--- src/hdl/pms_pkg.sv ---
// ---------------------------------------------------------------------------
// Particle motion step package
// Shared types, constants and helpers for the particle motion step unit.
// ---------------------------------------------------------------------------
package pms_pkg;

    localparam int FRAC_BITS_DEF = 16;
    localparam int DT_BITS       = 16;
    localparam int CFG_IDX_W     = 3;

    // Register indexes on the configuration port.
    localparam logic [CFG_IDX_W-1:0] REG_MODE    = 3'd0;
    localparam logic [CFG_IDX_W-1:0] REG_LIFE    = 3'd1;
    localparam logic [CFG_IDX_W-1:0] REG_VEL_X   = 3'd2;
    localparam logic [CFG_IDX_W-1:0] REG_VEL_Y   = 3'd3;
    localparam logic [CFG_IDX_W-1:0] REG_VEL_Z   = 3'd4;
    localparam logic [CFG_IDX_W-1:0] REG_HEIGHT  = 3'd5;
    localparam logic [CFG_IDX_W-1:0] REG_CROWD   = 3'd6;

    // Drag factor 0.9801 in Q0.16.
    localparam logic [16:0] DRAG_Q16  = 17'd64232;
    localparam logic [7:0]  SPIN_GAIN = 8'd150;

    // Life status codes.
    localparam logic [1:0] ST_ALIVE   = 2'd0;
    localparam logic [1:0] ST_EXPIRED = 2'd1;
    localparam logic [1:0] ST_CULLED  = 2'd2;
    localparam logic [1:0] ST_DEAD    = 2'd3;

    // Operations of the shared multiplier.
    typedef enum logic [1:0] {
        OP_MOVE,   // p += round(a*b >> 16), saturated
        OP_SQ,     // sq += a*b (a square when b = a)
        OP_DRAG,   // v = round(a*b >> 16), saturated
        OP_SUB     // v -= round(a*b >> 16), saturated
    } t_op;

    typedef enum logic [3:0] {
        S_IDLE,
        S_GRAV,
        S_MOVE,
        S_SQ,
        S_SQRT,
        S_SPIN1,
        S_SPIN2,
        S_DRAG,
        S_DONE,
        S_OUT
    } t_state;

    // Half gravity 4.905 scaled by 2^frac, rounded to nearest.
    function automatic logic [31:0] half_g(input int frac);
        longint v;
        v = ((longint'(4905) << frac) + 500) / 1000;
        return v[31:0];
    endfunction

    function automatic logic signed [31:0] sat32(input logic signed [49:0] x);
        if (x > 50'sd2147483647) return 32'sh7fffffff;
        if (x < -50'sd2147483648) return 32'sh80000000;
        return x[31:0];
    endfunction

endpackage

--- src/hdl/pms_mac.sv ---
// ---------------------------------------------------------------------------
// Shared multiply unit
// One registered 33x33 signed product, followed by a round/accumulate stage.
// ---------------------------------------------------------------------------
module pms_mac
    import pms_pkg::*;
(
    input  logic               i_clk,
    input  logic               i_go,
    input  t_op                i_op,
    input  logic signed [32:0] i_a,
    input  logic signed [32:0] i_b,
    input  logic signed [31:0] i_acc,
    input  logic        [63:0] i_sq,
    output logic signed [31:0] o_res,
    output logic        [63:0] o_sq
);

    logic signed [65:0] r_prod;
    t_op                r_op;
    logic signed [49:0] w_rnd;

    // Product register.
    always_ff @(posedge i_clk) begin
        if (i_go) begin
            r_prod <= i_a * i_b;
            r_op   <= i_op;
        end
    end

    // Rounded shift of the product by 16.
    always_comb begin
        logic signed [65:0] t;
        t     = r_prod + 66'sd32768;
        w_rnd = t[65:16];
    end

    always_comb begin
        o_sq = i_sq;
        unique case (r_op)
            OP_MOVE: o_res = sat32(50'(i_acc) + w_rnd);
            OP_SUB:  o_res = sat32(50'(i_acc) - w_rnd);
            OP_DRAG: o_res = sat32(w_rnd);
            OP_SQ: begin
                o_res = i_acc;
                o_sq  = i_sq + r_prod[63:0];
            end
            default: o_res = i_acc;
        endcase
    end

endmodule

--- config.mk ---
export PLATFORM = sky130hd
export DESIGN_NAME = pms_mac
export DESIGN_NICKNAME = d
export VERILOG_FILES = /design/src/hdl/pms_pkg.sv /design/src/hdl/pms_mac.sv
export SDC_FILE = /design/constraint.sdc
export NUM_CORES = 2
export LEC_CHECK = 0
export BUFFER_PORTS_ARGS = -buffer_cell sky130_fd_sc_hd__buf_4
export CORE_MARGIN = 2
export CORE_UTILIZATION = 30
export CTS_BUF_LIST = sky130_fd_sc_hd__clkbuf_4 sky130_fd_sc_hd__clkbuf_8
export CTS_CLUSTER_SIZE = 12
export DETAILED_ROUTE_END_ITERATION = 8
export GPL_TIMING_DRIVEN = 0
export PLACE_DENSITY = 0.54
export SLEW_MARGIN = 20
export SYNTH_ARGS = -nofsm -noshare
export SYNTH_HDL_FRONTEND = slang
export SYNTH_SLANG_ARGS = --single-unit
export TNS_END_PERCENT = 50
--- constraint.sdc ---
create_clock -name i_clk -period 24.4 [get_ports i_clk]
set_clock_uncertainty 0.15 [all_clocks]
set_input_delay 7.32 -clock i_clk [delete_from_list [all_inputs] [get_ports i_clk]]
set_output_delay 7.32 -clock i_clk [all_outputs]
set_load 0.01 [all_outputs]
Word-level counts from Yosys, hierarchy flattened
Index checks and enable logic that the tools add are counted.
{"block": "classes", "n_addsub": 4, "n_mul": 1, "n_lt_le_gt_ge": 6, "eq_ne": 3, "muxes": 29, "n_reduce_logical": 1}
{"cell": "32-bit two-way mux", "n": 12}
{"cell": "50-bit by 32-bit > comparator with 1-bit output (second input constant)", "n": 3}
{"cell": "50-bit by 32-bit less-than comparator with 1-bit output (second input constant)", "n": 3}
{"cell": "32-bit one-hot mux with 4 select lines", "n": 1}
{"cell": "66-bit by 17-bit adder with 66-bit output (second input constant)", "n": 1}
{"cell": "33-bit by 33-bit multiplier with 66-bit output", "n": 1}
{"cell": "64-bit adder", "n": 1}
{"cell": "64-bit two-way mux", "n": 1}
{"cell": "32-bit by 50-bit adder with 50-bit output", "n": 1}
{"cell": "32-bit by 50-bit subtractor with 50-bit output", "n": 1}
{"cell": "1-bit two-way mux", "n": 15}
{"cell": "2-bit == test (second input constant)", "n": 2}
{"cell": "2-bit by 1-bit == test with 1-bit output (second input constant)", "n": 1}
{"cell": "2-bit zero test", "n": 1}
{"block": "totals", "ff_bits": 68, "elab_cells": 46}

Longest topological paths before layout
{"block": "logic_depth", "ltp_word": 10, "depth_mapped": 32, "ltp_nobuf": 31}

Worst setup path before layout
OpenSTA, ideal clock, no wires.
{"block": "synth_timing", "path_type": "input port to output port", "startpoint": "input i_acc[25]", "endpoint": "output o_res[12]", "arrival_ps": 11073, "required_ps": 16930, "slack_ps": 5857, "stages": 15, "path_buffers": 2, "path_cell_list": "ha_1 -> buf_6 -> or4_4 -> or3_4 -> nor3_4 -> nor4_1 -> a311oi_2 -> nand3_1 -> or4_1 -> or4_4 -> nor4_4 -> a211oi_2 -> nor2_8 -> buf_8 -> a31oi_1"}
{"block": "synth_via", "elab_chain_cells": 8}
{"element": "start, declared", "line_no": "pms_mac.sv:13", "source": "input logic signed [31:0] i_acc,"}
{"element": "32-bit by 50-bit subtractor with 50-bit output / 32-bit by 50-bit adder with 50-bit output (equally long branches)", "line_no": "pms_mac.sv:42, pms_mac.sv:41"}
{"element": "50-bit by 32-bit less-than comparator with 1-bit output", "line_no": "pms_pkg.sv:60", "source": "if (x < -50'sd2147483648) return 32'sh80000000;"}
{"element": "1-bit two-way mux (2 in series)", "line_no": "pms_pkg.sv:60"}
{"element": "1-bit two-way mux", "line_no": "pms_mac.sv:40", "source": "unique case (r_op)"}
{"element": "32-bit two-way mux", "line_no": "pms_pkg.sv:61", "source": "return x[31:0];"}
{"element": "32-bit two-way mux", "line_no": "pms_pkg.sv:60"}
{"element": "32-bit one-hot mux with 4 select lines *", "line_no": "pms_mac.sv:40"}
{"element": "end, declared", "line_no": "pms_mac.sv:15", "source": "output logic signed [31:0] o_res,"}
Every way passes the cells marked *; elsewhere a longest branch is shown, timed or not. The select of a mux whose other input is x is not followed.

Final worst setup path
{"block": "layout_timing", "startpoint": "input i_acc[31]", "endpoint": "output o_res[27]"}
Same word-level chain as after synthesis.

==> results.toml <==
[synthesis]
synthesis.nets = 7827
yosys_register_bits = 68
synthDistinctLibCells = 89
avgSynthCellArea_um2 = 8.60
number_of_instances_in_the_synthesized_netlist = 6134
cell_area_after_technology_mapping_um2 = 52800
synth_edf_count = 68
synthFlopType = "sky130_fd_sc_hd__edfxtp_1"
synth_async_sr_flop_share = 0
seq_area_frac_synth = 0.0387
yosysWarnings = 0

[place]
port-buffer-count = 261
detailed_place_hpwl_mm = 199
place.gp.congestion = 1.01

[grt]
pin_count_of_the_biggest_net_entering_global_routing = 69
grt_pass1_vias = 46500
grt_antenna_before_repair = 17
grt_pass1_wl_mm = 331
groute.usage.overall = 0.256
total_global_routing_overflow = 0

[sta]
timing.slew.headroom = 0.152
hold_violations_final = 0
final_max_slew_viol_count = 0
fmaxAchievable_mhz = 48.2
setup_violations = 0
fin_tns_setup_ps = 0
tightest_slew_ps = 1270
post-route-min-period_ps = 20730
post-route-period-util = 0.850
grt_setup_unrepaired = "no"

[detailed_routing]
detail-route-antenna-nets = 0
first_iter_violations = 3808
wirelength_mm = 232
dr.pass1.iters = 5
post-route-drc-count = 0
via_per_inst = 5.15
routedWlPerCell_um = 26.5
routed-via-count = 45100

[critical_path]
critical_path.startpoint = "i_acc[31]"
worstPathMaxFanout = 38
critPathCaptureType = "primary output"
worst_ep_arrival_time_ps = 13260
worst-endpoint-required_ps = 16930
crit_path_end = "o_res[27]"
setup.worst_path.class = "input pin to primary output"
element_type_at_the_critical_path_start = "input pin"

[clocking]
postCtsSetupBuffers = 0
cts-resized-gates = 0
cts.htree.levels = 3
clock_path_buffers = 2
clock-root-buffer = "sky130_fd_sc_hd__clkbuf_8"
numCtsBuffers = 9
hold_buffers = 0
tritoncts = "built"
cts_num_sinks = 68
clk_transition_reported_paths_ps = 120

[floorplanning]
dieWidth_um = 423
die_area_um2 = 179000
start_util = 0.303
num_rows = 153
floorplan.die.height_um = 423
pin_count = 262
core_area_um2 = 174000

[finish]
drive_above_1_share = 0.0540
synthToLayoutAreaGrowth_pct = 9.91
number_of_nets_in_the_layout = 8101

[job]
cap_violations = 0

[status]
outcome = "finished, final reports clean"

[hold_path]
worstHoldPathType = "input pin to flop"
number_of_cells_on_the_worst_hold_path = 1
## layout make-up
| class | instances | area (um2) |
|---|---|---|
| multi-input cells | 4528 | 44900 |
| clock buffers | 9 | 124 |
| well taps | 2325 | 2910 |
| inverters | 1247 | 4680 |
| fillers | 18400 | 116000 |
| flip-flops and latches | 68 | 2040 |
| plain buffers | 291 | 1150 |
| clock inverters | 6 | 138 |
| diodes | 11 | 27.5 |
| repair buffers | 263 | 2000 |
## cell families (layout without fill, tap and decap cells)
group           count (synthesis)  in the layout  synth area share
flops                          68             68            0.0387
mux                             5              5          0.000972
xor+xnor                      261            261            0.0433
buf+inv                      1538           1816             0.110
fa+ha+maj                    1527           1527             0.525
other cells                     0             11                 0
simple gates                 1847           1847             0.174
compound gates                888            888             0.107
## placed cells by master, fill, tap and decap left out, drive strengths merged, types with 13 or more instances in the layout
master	n
a211oi	27
a21o	105
a21oi	281
a311oi	13
a31oi	45
and2	564
and3	26
buf	286
clkbuf	277
edfxtp	68
fa	1148
ha	379
inv	1246
nand2	768
nand2b	38
nand3	57
nand4	45
nor2	173
nor2b	27
nor3	60
nor4	28
o211ai	30
o21a	19
o21ai	190
o21bai	35
o31ai	29
or3	13
xnor2	179
xor2	82
## how the worst min path moves through the flow
stage | start | to | slack [ps]
6_report | i_op[0] | r_op[0] | 6850
5_1_grt | i_op[0] | r_op[0] | 6850
4_1_cts | i_op[0] | r_op[0] | 6820
3_5_place_dp | i_op[0] | r_op[0] | 7350
3_3_place_gp | i_op[0] | r_op[0] | 7350
2_1_floorplan | i_op[0] | r_op[0] | 7270
## synthesized netlist by cell type (6+ instances only)
| library cell | number | area share |
|---|---|---|
| sky130_fd_sc_hd__fa_1 | 1148 | 0.44 |
| sky130_fd_sc_hd__xnor2_1 | 179 | 0.030 |
| sky130_fd_sc_hd__o31ai_1 | 29 | 0.0041 |
| sky130_fd_sc_hd__or3_1 | 12 | 0.0014 |
| sky130_fd_sc_hd__o41ai_1 | 7 | 0.0012 |
| sky130_fd_sc_hd__a21oi_1 | 279 | 0.026 |
| sky130_fd_sc_hd__buf_1 | 8 | 0.00057 |
| sky130_fd_sc_hd__o21bai_1 | 35 | 0.0050 |
| sky130_fd_sc_hd__or4_1 | 7 | 0.0010 |
| sky130_fd_sc_hd__a21o_1 | 105 | 0.015 |
| sky130_fd_sc_hd__a221oi_1 | 7 | 0.0012 |
| sky130_fd_sc_hd__o211ai_1 | 30 | 0.0043 |
| sky130_fd_sc_hd__nand2b_1 | 38 | 0.0045 |
| sky130_fd_sc_hd__or2_2 | 7 | 0.00083 |
| sky130_fd_sc_hd__edfxtp_1 | 68 | 0.039 |
| sky130_fd_sc_hd__inv_1 | 1242 | 0.088 |
| sky130_fd_sc_hd__a311oi_1 | 12 | 0.0020 |
| sky130_fd_sc_hd__a31oi_1 | 44 | 0.0052 |
| sky130_fd_sc_hd__nand3_1 | 57 | 0.0054 |
| sky130_fd_sc_hd__a2111oi_0 | 7 | 0.0012 |
| sky130_fd_sc_hd__and2_1 | 564 | 0.067 |
| sky130_fd_sc_hd__nor3b_1 | 6 | 0.00085 |
| sky130_fd_sc_hd__buf_2 | 10 | 0.00095 |
| sky130_fd_sc_hd__nor4_1 | 27 | 0.0032 |
| sky130_fd_sc_hd__o21ai_0 | 184 | 0.017 |
| sky130_fd_sc_hd__nor4b_1 | 6 | 0.0010 |
| sky130_fd_sc_hd__ha_1 | 379 | 0.090 |
| sky130_fd_sc_hd__o221ai_1 | 7 | 0.0012 |
| sky130_fd_sc_hd__nand2_1 | 768 | 0.055 |
| sky130_fd_sc_hd__nor2_1 | 171 | 0.012 |
| sky130_fd_sc_hd__a31o_2 | 8 | 0.0013 |
| sky130_fd_sc_hd__a211oi_1 | 26 | 0.0037 |
| sky130_fd_sc_hd__and4_1 | 11 | 0.0018 |
| sky130_fd_sc_hd__nor3_1 | 59 | 0.0056 |
| sky130_fd_sc_hd__and3_1 | 26 | 0.0031 |
| sky130_fd_sc_hd__clkbuf_1 | 268 | 0.019 |
| sky130_fd_sc_hd__nor2b_1 | 27 | 0.0032 |
| sky130_fd_sc_hd__o21ai_1 | 6 | 0.00057 |
| sky130_fd_sc_hd__a41oi_1 | 8 | 0.0013 |
| sky130_fd_sc_hd__nand4_1 | 45 | 0.0053 |
| sky130_fd_sc_hd__xor2_1 | 82 | 0.014 |
| sky130_fd_sc_hd__o21a_1 | 19 | 0.0027 |
| sky130_fd_sc_hd__a21boi_0 | 8 | 0.0011 |
## flip-flops by register name (all words and copies together) (netlist names)
signal  flops
r_prod     66
r_op        2
## stage by stage
step / instances / hold WS, ps / worst slack [ps] / cell area [um2] / utilization
finish: 8748 / 6850 / 3670 / 58000 / 0.333
global route: 8742 / 6850 / 3410 / 58000 / 0.332
CTS: 8737 / 6820 / 3730 / 57900 / 0.332
detailed placement: 8722 / 7350 / 3750 / 57700 / 0.331
global placement: 8720 / 7350 / 3500 / 57600 / 0.330
floorplan: 6134 / 7270 / 5860 / 52800 / -
## routing by layer
layer,share of wire,up-vias,global-route usage
met1,0.40,23000,0.332
met2,0.45,2113,0.410
li1,-,19600,-
met5,0.00018,-,0
met4,0.053,6,0.116
met3,0.088,408,0.0536
## worst max-delay path: stages
cell and delay (ps):
sky130_fd_sc_hd__buf_4 400, sky130_fd_sc_hd__ha_1 300, sky130_fd_sc_hd__buf_1 530, sky130_fd_sc_hd__nand3_1 190, sky130_fd_sc_hd__nor4b_1 810, sky130_fd_sc_hd__o311ai_0 390
sky130_fd_sc_hd__nor3_1 220, sky130_fd_sc_hd__a31oi_1 300, sky130_fd_sc_hd__and2_1 310, sky130_fd_sc_hd__o311ai_0 610, sky130_fd_sc_hd__nand3_1 150, sky130_fd_sc_hd__nor3b_1 210
sky130_fd_sc_hd__nand2_1 80, sky130_fd_sc_hd__o41a_1 480, sky130_fd_sc_hd__clkbuf_1 320, sky130_fd_sc_hd__a21oi_1 350, sky130_fd_sc_hd__a21oi_1 100, sky130_fd_sc_hd__buf_4 160
Power is left out: the tool's default activity adds up to more than one toggle a clock period on the data nets, which glitch-free logic cannot reach.
