## config.mk

```make
export PLATFORM = sky130hd
export DESIGN_NAME = pms_sqrt
export DESIGN_NICKNAME = d
export VERILOG_FILES = /design/src/hdl/pms_sqrt.sv
export SDC_FILE = /design/constraint.sdc
export NUM_CORES = 1
export LEC_CHECK = 0
export BUFFER_PORTS_ARGS = -buffer_cell sky130_fd_sc_hd__buf_4
export CAP_MARGIN = 0
export CORE_MARGIN = 4
export CORE_UTILIZATION = 25
export CTS_CLUSTER_DIAMETER = 60
export CTS_CLUSTER_SIZE = 12
export DETAILED_ROUTE_END_ITERATION = 12
export GPL_TIMING_DRIVEN = 0
export HOLD_SLACK_MARGIN = 0.02
export SYNTH_ARGS = -nofsm -noshare
export SYNTH_HDL_FRONTEND = slang
export SYNTH_SLANG_ARGS = --single-unit
```

## constraint.sdc

```tcl
create_clock -name i_clk -period 9 [get_ports i_clk]
set_input_delay 0.45 -clock i_clk [delete_from_list [all_inputs] [get_ports i_clk]]
set_output_delay 0.45 -clock i_clk [all_outputs]
set_load 0.1 [all_outputs]
```

## src/hdl/pms_sqrt.sv

```systemverilog
// ---------------------------------------------------------------------------
// Square root unit
// Bit-pair restoring integer square root of a 64 bit value, one bit a cycle.
// ---------------------------------------------------------------------------
module pms_sqrt (
    input  logic        i_clk,
    input  logic        i_rst_n,
    input  logic        i_start,
    input  logic [63:0] i_x,
    output logic        o_done,
    output logic [31:0] o_root
);

    logic [63:0] r_x;
    logic [31:0] r_q;
    logic [65:0] r_rem;
    logic [5:0]  r_cnt;
    logic        r_busy;
    logic [65:0] w_trial;
    logic [65:0] w_rem2;

    always_comb begin
        w_rem2  = {r_rem[63:0], r_x[63:62]};
        w_trial = {32'd0, r_q, 2'b01};
    end

    // One result bit per cycle.
    always_ff @(posedge i_clk) begin
        if (!i_rst_n) begin
            r_busy <= 1'b0;
            o_done <= 1'b0;
        end else begin
            o_done <= 1'b0;
            if (i_start) begin
                r_busy <= 1'b1;
                r_x    <= i_x;
                r_q    <= '0;
                r_rem  <= '0;
                r_cnt  <= '0;
            end else if (r_busy) begin
                r_x <= {r_x[61:0], 2'b00};
                if (w_rem2 >= w_trial) begin
                    r_rem <= w_rem2 - w_trial;
                    r_q   <= {r_q[30:0], 1'b1};
                end else begin
                    r_rem <= w_rem2;
                    r_q   <= {r_q[30:0], 1'b0};
                end
                r_cnt <= r_cnt + 6'd1;
                if (r_cnt == 6'd31) begin
                    r_busy <= 1'b0;
                    o_done <= 1'b1;
                end
            end
        end
    end

    assign o_root = r_q;

endmodule

```

# Word-level counts from Yosys, hierarchy flattened
# Index checks and enable logic that the tools add are counted.
[totals]
reg_bits = 168
latchBits = 0
ram_bits = 0
romBits = 0
inputBits = 67
out_inout_bits = 33
elab_cells = 26
n_memories = 0
[classes]
add_sub_neg = 2
multipliers = 0
div = 0
n_lt_le_gt_ge = 1
eq_ne = 1
shift = 0
mux = 11
n_bitwise = 2
reduce_logical = 3
[op_table]
columns = ["op", "n"]
rows = [
  ["two-way mux 64 bit", 4],
  ["greater-or-equal comparator 66 x 34 -> 1 bit", 1],
  ["subtractor 64 x 34 -> 64 bit", 1],
  ["two-way mux 32 bit", 1],
  ["adder 6 x 1 -> 6 bit, second input constant", 1],
  ["== test 6 x 5 -> 1 bit, second input constant", 1],
  ["two-way mux 6 bit", 1],
  ["two-way mux 1 bit", 5],
  ["OR reduction 3 bit", 1],
  ["NOT 1 bit", 2],
  ["AND reduction 2 bit", 1],
  ["nonzero test 2 bit", 1],
]

# Depth between registers and ports, before layout
# Gate-level depths: netlist of the first run.
[depth]
ltp_word = 4
depth_mapped = 14
ltp_nobuf = 10

# Worst setup path after synthesis of the first run
# No wires, ideal clock.
[synth_timing]
kind = "input port to flip-flop"
start = "input port i_start"
end = "register r_q[0], in the netlist o_root[0] (enable)"
arrival_ns = 4.489
required_time_ns = 8.459
setup_slack_ns = 3.970
cell_stages = 2
path_buffers = 1
path_cell_list = "clkbuf_1 > o21a_1"
[synth_via]
elab_chain_cells = 2
[synth_lines]
columns = ["item", "line_no", "rtl"]
rows = [
  ["from (decl)", "8", "input logic i_start,"],
  ["nonzero test 2 bit (no line)", "-", ""],
  ["AND reduction 2 bit (no line)", "-", ""],
  ["to (signal assigned)", "44", "r_q <= {r_q[30:0], 1'b1};"],
  ["to (signal assigned)", "47", "r_q <= {r_q[30:0], 1'b0};"],
  ["to (decl)", "15", "logic [31:0] r_q;"],
]
# Every way passes these cells.
# A chain may end at the register's enable or synchronous reset.

# Worst setup path in the final report of the first run
[layout_timing]
start = "register r_rem[15]"
end = "register r_rem[53], data pin"
[layout_via]
elab_chain_cells = 3
elab_cells_between_ends = 4
classes_between = "1 x add/sub; 1 x order compare; 2 x mux"
[layout_lines]
columns = ["item", "line_no", "rtl"]
rows = [
  ["from (decl)", "16", "logic [65:0] r_rem;"],
  ["from (signal assigned)", "43", "r_rem <= w_rem2 - w_trial;"],
  ["from (signal assigned)", "46", "r_rem <= w_rem2;"],
  ["subtractor 64 x 34 -> 64 bit or greater-or-equal comparator 66 x 34 -> 1 bit (tied branches)", "43, 42", ""],
  ["two-way mux 64 bit *", "42", "if (w_rem2 >= w_trial) begin"],
  ["two-way mux 64 bit *", "40", "end else if (r_busy) begin"],
]
# Every way passes the cells marked *; elsewhere a longest branch is shown, timed or not. The select of a mux whose other input is x is not followed.

==> results of run 1 <==
cell usage after synthesis (15+ instances only):
cell type	count	area share
a21o_1	27	0.020
a21oi_1	70	0.035
clkbuf_1	26	0.0099
edfxtp_1	166	0.50
ha_1	35	0.044
inv_1	42	0.016
mux2_2	66	0.075
nand2_1	89	0.034
nand3_1	16	0.0081
nor2_1	97	0.037
nor3_1	20	0.010
o21ai_0	25	0.013
o31ai_1	15	0.011
xnor2_1	16	0.014
xor2_1	18	0.016
worst max path at each step:
stage / slack (ns) / cells past startpoint / to
floorplan: 3.97 / 2 / o_root[0]$_SDFFCE_PP0P_
global placement: 1.87 / 2 / r_rem[15]$_SDFFCE_PP0P_
detailed placement: 4.94 / 9 / r_rem[53]$_SDFFCE_PP0P_
CTS: 4.91 / 9 / r_rem[53]$_SDFFCE_PP0P_
global route: 4.57 / 9 / r_rem[53]$_SDFFCE_PP0P_
finish: 4.76 / 9 / r_rem[53]$_SDFFCE_PP0P_
routing by layer:
layer | up-vias | routed length [um] | global-route usage | share of wire
met1 | 3629 | 11800 | 0.163 | 0.46
met2 | 248 | 11100 | 0.184 | 0.44
met4 | 0 | 335 | 0.0286 | 0.013
met3 | 26 | 2340 | 0.0459 | 0.092
li1 | 3634 | - | - | -
met5 | - | 0 | 0 | 0
flip-flops by register name (all words and copies together), names as in the netlist:
register	count
r_cnt	6
r_x	64
o_root	32
r_rem	64
o_done	1
r_busy	1
power breakdown:
part           internal [mW]  switching [mW]  leakage [nW]
logic                  0.192           0.312          2.54
registers              0.935          0.0305          1.63
clock network          0.450           0.357         0.307
total                   1.58           0.700          4.47
worst reg2reg max path, cell delays in order, from the launching register on:
cell and delay, ns:
edfxtp_1 0.41, ha_1 0.28, buf_2 0.17, and2_1 0.21, nand3_1 0.15, a2111oi_1 0.71, a2111oi_0 0.30, o41ai_1 1.20
or3_1 0.25, mux2_1 0.32
logic make-up after synthesis:
group                      share of synthesized area
and+or+nand+nor                                0.166
AOI/OAI and AO/OA                              0.126
DFF                                            0.508
buffers and inverters                         0.0410
muxes                                         0.0847
adders and majority gates                     0.0442
xor gates and xnor gates                      0.0301
cell type report:
class / instances / share of cell area
clock buffer: 17 / 0.0355
inverter: 42 / 0.0132
sequential: 168 / 0.420
tap: 518 / 0.0541
multi-input combinational: 660 / 0.374
buffer: 49 / 0.0207
timing repair buffer: 100 / 0.0660
clock inverter: 15 / 0.0170
per-stage QoR:
stage	std cells	worst slack, ns	util
after global routing	1569	4.57	0.308
final	1569	4.76	0.308
after global placement	1535	1.87	0.290
after detailed placement	1537	4.94	0.292
after CTS	1569	4.91	0.308
after floorplan	919	3.97	-
==> flow_metrics.env, run 1 <==
export IMPL_post_cts_buffers=0
export IMPL_crit_type="flop to flop"
export IMPL_finalHoldViolCount=0
export IMPL_finalMaxSlewViolations=0
export IMPL_io_pins=100
export IMPL_first_pass_iters=5
export IMPL_min_path_cells=2
export IMPL_placed_area_um2=11300
export IMPL_postRouteAntennaNets=0
export IMPL_coreArea_um2=38900
export IMPL_cp_start_kind="flop"
export IMPL_io_buffers=98
export IMPL_wl_per_cell_um=16.3
export IMPL_dp_hpwl_mm=18.4
export IMPL_cts_root_buf="clkbuf_16"
export IMPL_gp_congestion=0.895
export IMPL_rr_startpoint="r_rem[15]$_SDFFCE_PP0P_"
export IMPL_syn_num_nets=1021
export IMPL_r2r_end="r_rem[53]$_SDFFCE_PP0P_"
export IMPL_syn_inst=919
export IMPL_vias=7537
export IMPL_tightest_slew_ns=1.31
export IMPL_fillers=4070
export IMPL_finalSetupViolCount=0
export IMPL_cp_end_kind="flop"
export IMPL_path_cells="ha_1 -> buf_2 -> and2_1 -> nand3_1 -> a2111oi_1 -> a2111oi_0 -> o41ai_1 -> or3_1 -> mux2_1"
export IMPL_worstPathRequired_ns=9.19
export IMPL_crit_fanout=8
export IMPL_grt_pass1_vias=7533
export IMPL_cellLeakagePower_nw=4.47
export IMPL_grt_pass1_wl_mm=41.0
export IMPL_clock_sinks=168
export IMPL_insertedDiodeCount=0
export IMPL_final_common_cell="edfxtp_1"
export IMPL_cp_startpoint="r_rem[15]$_SDFFCE_PP0P_"
export IMPL_async_flop_share=0
export IMPL_cts_buffers=17
export IMPL_period_share=0.471
export IMPL_multi_input_area_um2=4480
export IMPL_htree_levels=4
export IMPL_crit_family="compound AO/OA/AOI/OAI gates"
export IMPL_max_freq_mhz=236
export IMPL_maxSlewHeadroom=0.114
export IMPL_synth_area_um2=9900
export IMPL_finalNetCount=1140
export IMPL_slowest_stage="o41ai_1"
export IMPL_power_mw=2.28
export IMPL_whs_ns=0.277
export IMPL_synth_ff_type="edfxtp_1"
export IMPL_drv_cap=0
export IMPL_r2r_setup_slack_ns=4.76
export IMPL_seq_area_um2=5020
export IMPL_clk_path_buf_depth=2
export IMPL_critPathBufInv=1
export IMPL_areaGrowthSynthToFinish_pct=21.0
export IMPL_min_from="i_rst_n"
export IMPL_postLayoutCellArea_um2=12000
export IMPL_grt_start_max_net_pins=62
export IMPL_drt_total_wl_mm=25.6
export IMPL_status="complete, no violations"
export IMPL_drt_vias_per_instance=4.80
export IMPL_antenna_found_initial=0
export IMPL_max_stage_delay_ns=1.20
export IMPL_yosys_warnings=0
export IMPL_finalClockSkew_ns=0.00903
export IMPL_track_usage=0.121
export IMPL_rsz0062_at_grt="no"
export IMPL_start_util=0.254
export IMPL_cts_tree="done"
export IMPL_num_rows=72
export IMPL_yosys_register_bits=168
export IMPL_drc=0
export IMPL_syn_avg_cell_area_um2=10.8
export IMPL_hold_buffers=0
export IMPL_die_area_um2=42800
export IMPL_clk_insertion_delay_late_ns=0.44
export IMPL_die_w_um=207
export IMPL_hold_path_class="input port to flop"
export IMPL_die_h_um=207
export IMPL_drive_gt1_frac=0.227
export IMPL_tns_ns=0
export IMPL_p_per_area_nw_per_um2=190
export IMPL_layout_common_cells="166 x edfxtp_1, 104 x buf_4, 97 x nor2_1"
export IMPL_synth_edf_count=166
export IMPL_post_cts_resized=0
export IMPL_min_to="o_done$_SDFF_PP0_"
export IMPL_irDropWorstVdd_uv=134
export IMPL_initialDrtViolationCount=475
export IMPL_rr_worst_depth=9
export IMPL_path_clk_slew_ns=0.07
export IMPL_cp_arrival_ns=4.43
export IMPL_ys_seq_area_frac=0.508
export IMPL_grt_overflow_total=0
export IMPL_synth_lib_cells_used_distinct=74
export IMPL_finalCriticalPeriod_ns=4.24
(Power assumes the default switching activity.)
==> run 2, diff against run 1 <==
ABC_AREA = 1   (was not set)
clock period = 3.5 ns   (was 9 ns; I/O delays follow)
==> run 2 against run 1 <==
Net effect:
- synthesized cell count is 76% higher
- register-to-register slack got worse by 4.0 ns
- highest routed layer unchanged
- largest power group unchanged
- largest cell class is now multi-input combinational cells
- synthesized area rose by 14%
- critical path type unchanged
==> flow_metrics.env, run 2 <==
export IMPL_status="complete, no violations"
export IMPL_finalSetupViolCount=0
export IMPL_rr_worst_depth=14
export IMPL_io_buffers=98
export IMPL_synth_lib_cells_used_distinct=36
export IMPL_drc=0
export IMPL_ys_seq_area_frac=0.443
export IMPL_die_area_um2=48800
export IMPL_drive_gt1_frac=0.103
export IMPL_insertedDiodeCount=0
export IMPL_areaGrowthSynthToFinish_pct=25.5
export IMPL_path_clk_slew_ns=0.07
export IMPL_layout_common_cells="698 x nand2_1, 231 x inv_1, 225 x nor2_1"
export IMPL_first_pass_iters=5
export IMPL_cp_common_cell="nand2_1"
export IMPL_worstPathRequired_ns=3.70
export IMPL_rsz0062_at_grt="no"
export IMPL_grt_pass1_vias=10500
export IMPL_die_w_um=221
export IMPL_synth_area_um2=11300
export IMPL_period_share=0.784
export IMPL_cp_end_kind="flop"
export IMPL_synth_common_cells="698 x nand2_1, 231 x inv_1, 225 x nor2_1"
export IMPL_crit_type="flop to flop"
export IMPL_cellLeakagePower_nw=6.85
export IMPL_grt_overflow_total=0
export IMPL_min_path_cells=3
export IMPL_syn_avg_cell_area_um2=7.02
export IMPL_cts_buffers=17
export IMPL_hold_path_class="input port to flop"
export IMPL_crit_family="buffers and inverters"
export IMPL_start_util=0.255
export IMPL_final_common_cell="nand2_1"
export IMPL_post_cts_buffers=0
export IMPL_antenna_found_initial=0
export IMPL_cts_root_buf="clkbuf_16"
export IMPL_yosys_register_bits=168
export IMPL_clock_sinks=168
export IMPL_track_usage=0.146
export IMPL_drt_total_wl_mm=35.9
export IMPL_finalCriticalPeriod_ns=2.74
export IMPL_slowest_stage="edfxtp_1"
export IMPL_cp_arrival_ns=2.95
export IMPL_rr_startpoint="o_root[18]$_SDFFCE_PP0P_"
export IMPL_clk_path_buf_depth=2
export IMPL_synth_ff_type="edfxtp_1"
export IMPL_drv_cap=0
export IMPL_power_mw=6.03
export IMPL_syn_num_nets=1717
export IMPL_initialDrtViolationCount=625
export IMPL_grt_start_max_net_pins=30
export IMPL_instances_no_fill=2406
export IMPL_p_per_area_nw_per_um2=424
export IMPL_htree_levels=4
export IMPL_synth_most_common_cell="nand2_1"
export IMPL_synth_area_leader_cell="edfxtp_1"
export IMPL_cts_tree="done"
export IMPL_dp_hpwl_mm=28.7
export IMPL_finalClockSkew_ns=0.0131
export IMPL_r2r_end="r_rem[19]$_SDFFCE_PP0P_"
export IMPL_finalHoldViolCount=0
export IMPL_finalMaxSlewViolations=0
export IMPL_num_rows=77
export IMPL_critPathBufInv=5
export IMPL_tightest_slew_ns=1.02
export IMPL_path_cells="inv_1 -> ha_1 -> nand2_1 -> inv_1 -> a21oi_1 -> o21bai_1 -> nand2_1 -> nand2_1 -> inv_2 -> nand3_4 -> buf_6 -> buf_8 -> nor2_2 -> nor2_1"
export IMPL_max_freq_mhz=364
export IMPL_grt_pass1_wl_mm=56.5
export IMPL_async_flop_share=0
export IMPL_hold_buffers=62
export IMPL_die_h_um=221
export IMPL_yosysTopAreaCellShare=0.440
export IMPL_min_to="r_x[42]$_DFFE_PP_"
export IMPL_finalNetCount=1903
export IMPL_post_cts_resized=0
export IMPL_vias=10500
export IMPL_irDropWorstVdd_uv=354
export IMPL_cp_start_kind="flop"
export IMPL_wl_per_cell_um=14.9
export IMPL_crit_fanout=10
export IMPL_maxSlewHeadroom=0.317
export IMPL_gp_congestion=0.907
export IMPL_clk_insertion_delay_late_ns=0.45
export IMPL_r2r_setup_slack_ns=0.76
export IMPL_drt_vias_per_instance=4.37
export IMPL_max_stage_delay_ns=0.41
export IMPL_synth_edf_count=166
export IMPL_syn_inst=1615
export IMPL_coreArea_um2=44500
export IMPL_dpl_cell_count=2312
export IMPL_min_from="i_x[42]"
export IMPL_yosys_warnings=0
export IMPL_synthTopCellsByArea="edfxtp_1 44%, nand2_1 23%, inv_1 7.7%"
export IMPL_postRouteAntennaNets=0
export IMPL_io_pins=100
[run 2: cell types whose count changed in the layout (fill, tap and decap cells not counted), moves of 15 or more]
cell | before | now
dlygate4sd3_1 | 0 | 62
nor2_2 | 0 | 17
xor2_1 | 18 | 1
a21o_1 | 27 | 0
a21oi_1 | 70 | 33
nor2_1 | 97 | 225
nand3_1 | 16 | 44
o31ai_1 | 15 | 0
nand2_1 | 89 | 698
inv_1 | 42 | 231
mux2_2 | 66 | 0
[run 2: report_power, final]
group / total [mW] / switching, mW / internal, mW
sequential: 2.50 / 0.0896 / 2.41
combinational: 1.62 / 1.08 / 0.541
clock: 1.91 / 0.856 / 1.06
total: 6.03 / 2.03 / 4.00
[run 2: logic make-up (layout without fill, tap and decap cells)]
| group | Yosys count | in the layout | synth area share |
|---|---|---|---|
| AND/OR/NAND/NOR | 1046 | 1046 | 0.370 |
| buffers and inverters | 277 | 476 | 0.0963 |
| flip-flops | 168 | 168 | 0.443 |
| AO/OA/AOI/OAI | 59 | 59 | 0.0284 |
| adder cells (fa/ha/maj) | 35 | 35 | 0.0386 |
| XOR/XNOR | 30 | 30 | 0.0232 |
[run 2: tightest hold or removal path: cells and delay by family]
family,cells,cell delay [ns]
simple gates,2,0.14
buf+inv,1,0.07
[run 2: area by class of cell]
class / instances / area (um2)
inverters: 241 / 910
plain buffers: 36 / 218
flip-flops and latches: 168 / 5020
multi-input cells: 1170 / 5230
clock inverters: 14 / 146
repair buffers: 167 / 1530
clock buffers: 18 / 429
well taps: 592 / 741
fillers: 4843 / 30300
[run 2: worst max-delay path by stage]
| stage | start | endpoint | slack [ns] | cells after the start |
|---|---|---|---|---|
| 2_1_floorplan | i_start | o_root[0]$_SDFFCE_PP0P_ | -0.16 | 4 |
| 3_3_place_gp | i_start | o_root[8]$_SDFFCE_PP0P_ | -1.58 | 4 |
| 6_report | o_root[18]$_SDFFCE_PP0P_ | r_rem[19]$_SDFFCE_PP0P_ | 0.76 | 14 |
| 5_1_grt | o_root[10]$_SDFFCE_PP0P_ | r_rem[61]$_SDFFCE_PP0P_ | 0.56 | 15 |
| 4_1_cts | o_root[18]$_SDFFCE_PP0P_ | o_root[0]$_SDFFCE_PP0P_ | 0.74 | 14 |
| 3_5_place_dp | o_root[18]$_SDFFCE_PP0P_ | o_root[0]$_SDFFCE_PP0P_ | 0.75 | 14 |
[run 2: metal layers]
layer / up-vias / wire length, um / track usage
met5: - / 0 / 0
met4: 0 / 703 / 0.0431
met3: 36 / 2200 / 0.0321
met2: 262 / 16400 / 0.241
met1: 4843 / 16700 / 0.192
li1: 5363 / - / -
[run 2: through the flow]
step | TNS, ns | area (um2) | utilization | hold WS, ns | setup WS, ns
6_report | 0 | 14200 | 0.320 | 0.0463 | 0.755
5_1_grt | 0 | 14200 | 0.320 | 0.0507 | 0.557
2_1_floorplan | -26.48 | 11400 | - | 0.348 | -0.159
3_3_place_gp | -261.29 | 12900 | 0.289 | 0.436 | -1.58
3_5_place_dp | 0 | 13000 | 0.293 | 0.436 | 0.749
4_1_cts | 0 | 14200 | 0.320 | 0.0299 | 0.743
==> run 3, diff against run 2 <==
ABC_AREA = 0   (was 1)
clock period = 2.8 ns   (was 3.5 ns; I/O delays follow)
==> run 3 against run 2 <==
Net effect:
- the flow now finishes with violations (setup timing)
- final cell count is 29% lower
- sequential share of layout area is 1.1 points lower
- register-to-register slack got worse by 1.2 ns
- combinational power grew 42%
- sequential cell count is the same
- setup slack lost 1.2 ns
- critical path type unchanged
- largest power group unchanged
- highest routed layer unchanged
==> flow_metrics.env, run 3 (same netlist as run 1, synthesis figures left out) <==
export IMPL_status="finished with violations"
export IMPL_violations="setup timing"
export IMPL_gr_usage_met1=0.176
export IMPL_max_stage_delay_ns=0.58
export IMPL_initialDrtViolationCount=552
export IMPL_path_clk_slew_ns=0.08
export IMPL_tns_ns=-18.96
export IMPL_num_rows=72
export IMPL_cts_root_buf="clkbuf_16"
export IMPL_finalMaxSlewViolations=0
export IMPL_crit_family="simple AND/OR/NAND/NOR gates"
export IMPL_die_h_um=207
export IMPL_io_buffers=98
export IMPL_grtUsageMet2=0.210
export IMPL_die_area_um2=42800
export IMPL_critPathBufInv=1
export IMPL_power_frac_comb=0.291
export IMPL_layout_common_cells="166 x edfxtp_1, 164 x buf_4, 90 x nor2_1"
export IMPL_final_common_cell="edfxtp_1"
export IMPL_finalSetupViolCount=65
export IMPL_clockPowerShare=0.312
export IMPL_die_w_um=207
export IMPL_finalHoldViolCount=0
export IMPL_crit_type="flop to flop"
export IMPL_io_pins=100
export IMPL_finalCriticalPeriod_ns=3.25
export IMPL_busiest_layer="met2"
export IMPL_cp_start_kind="flop"
export IMPL_finalNetCount=1285
export IMPL_areaGrowthSynthToFinish_pct=48.2
export IMPL_track_usage=0.132
export IMPL_coreArea_um2=38900
export IMPL_grt_pass1_vias=8276
export IMPL_cp_startpoint="r_rem[5]$_SDFFCE_PP0P_"
export IMPL_period_share=1.16
export IMPL_drv_cap=0
export IMPL_postRouteAntennaNets=0
export IMPL_clk_insertion_delay_late_ns=0.45
export IMPL_drive_gt1_frac=0.411
export IMPL_slowest_stage="or4_4"
export IMPL_netSwitchingFraction=0.325
export IMPL_insertedDiodeCount=0
export IMPL_hold_path_class="input port to flop"
export IMPL_seq_area_um2=5020
export IMPL_setup_ws_ns=-0.450
export IMPL_tightest_slew_ns=0.993
export IMPL_dp_hpwl_mm=18.7
export IMPL_antenna_found_initial=0
export IMPL_drc=0
export IMPL_cellLeakagePower_nw=5.50
export IMPL_dp_slack_ns=-0.853
export IMPL_cts_buffers=17
export IMPL_worstPathRequired_ns=2.99
export IMPL_met3_usage=0.0325
export IMPL_cp_end_kind="flop"
export IMPL_drt_total_wl_mm=28.8
export IMPL_gp_congestion=0.895
export IMPL_rr_startpoint="r_rem[5]$_SDFFCE_PP0P_"
export IMPL_first_pass_iters=5
export IMPL_power_mw=7.88
export IMPL_clock_sinks=168
export IMPL_grt_start_max_net_pins=58
export IMPL_clk_path_buf_depth=2
export IMPL_crit_fanout=10
export IMPL_rsz0062_at_grt="yes"
export IMPL_power_share_sequential=0.397
export IMPL_max_freq_mhz=308
export IMPL_htree_levels=4
export IMPL_cp_arrival_ns=3.44
export IMPL_vias=8306
export IMPL_cts_tree="done"
export IMPL_multi_input_area_um2=5650
export IMPL_maxSlewHeadroom=0.338
export IMPL_wl_per_cell_um=16.8
export IMPL_path_cells="ha_4 -> nand4_1 -> or4_4 -> a211oi_4 -> o31ai_4 -> a31oi_4 -> nor2_4 -> buf_12 -> nor4b_4 -> mux2_4"
export IMPL_start_util=0.254
export IMPL_irDropWorstVdd_uv=463
export IMPL_fillers=3765
export IMPL_placed_area_um2=11500
export IMPL_dpl_cell_count=1537
export IMPL_grt_pass1_wl_mm=45.1
export IMPL_min_from="i_x[62]"
export IMPL_instances_no_fill=1714
export IMPL_postLayoutCellArea_um2=14700
export IMPL_drt_vias_per_instance=4.85
export IMPL_p_sw_mw=2.56
export IMPL_p_per_area_nw_per_um2=537
export IMPL_grt_overflow_total=0
export IMPL_finalClockSkew_ns=0.0112
export IMPL_p_int_mw=5.32
## run 3: cell count changes in the layout (fill, tap and decap cells not counted), sizes merged, moves of 17 or more
cell / delta
a21o: +27
a21oi: +36
buf: +92
inv: -195
mux2: +70
nand2: -615
nand3: -29
nor2: -145
xor2: +17
## run 3: timing repair
action                                  CTS  global route
cloned                                    5             1
pin swaps                                54            28
buffers inserted                         47            42
endpoints found under the setup margin   65            65
hold buffers                             64             0
hold endpoints to repair                 64             0
gates resized for setup                 150           108
## run 3: through the flow
step	utilization	hold slack (ns)
after floorplan	-	0.293
after global placement	0.295	0.394
after detailed placement	0.296	0.394
after CTS	0.359	0.0232
after global routing	0.377	0.0273
final	0.377	0.0418
## run 3: path summary, 6_finish.rpt
| path | end | cells past startpoint | slack, ns |
|---|---|---|---|
| hold reg to reg | o_done$_SDFF_PP0_ | 1 | 0.51 |
| setup reg to reg | r_rem[40]$_SDFFCE_PP0P_ | 10 | -0.45 |
| hold / removal | r_x[62]$_DFFE_PP_ | 2 | 0.04 |
| setup / recovery | r_rem[40]$_SDFFCE_PP0P_ | 10 | -0.45 |
## run 3: cell type report
cell class / instances / share of cell area
Multi-Input combinational cell: 660 / 0.385
Clock buffer: 17 / 0.0290
Inverter: 42 / 0.0107
Sequential cell: 168 / 0.342
Clock inverter: 15 / 0.0121
Buffer: 38 / 0.0215
Timing Repair Buffer: 256 / 0.155
Tap cell: 518 / 0.0442
## run 3: power by group through the flow
stage / combinational [mW] / sequential (mW) / clock [mW]
after global routing: 2.47 / 3.15 / 2.60
final: 2.30 / 3.13 / 2.45
after global placement: 1.63 / 3.17 / 0
after floorplan: 1.07 / 3.32 / 0
after CTS: 2.04 / 3.12 / 2.49
after detailed placement: 1.66 / 3.16 / 0
## run 3: worst reg2reg max path: stages (launching register included)
cell and delay, ns:
edfxtp_1 0.47, ha_4 0.32, nand4_1 0.12, or4_4 0.58
a211oi_4 0.25, o31ai_4 0.13, a31oi_4 0.31, nor2_4 0.11
buf_12 0.17, nor4b_4 0.24, mux2_4 0.32
## run 3: metal layers
metal	wire length, um	vias to the layer above
met3	1750	52
met5	0	-
met4	671	0
li1	-	3931
met1	13000	4034
met2	13500	289
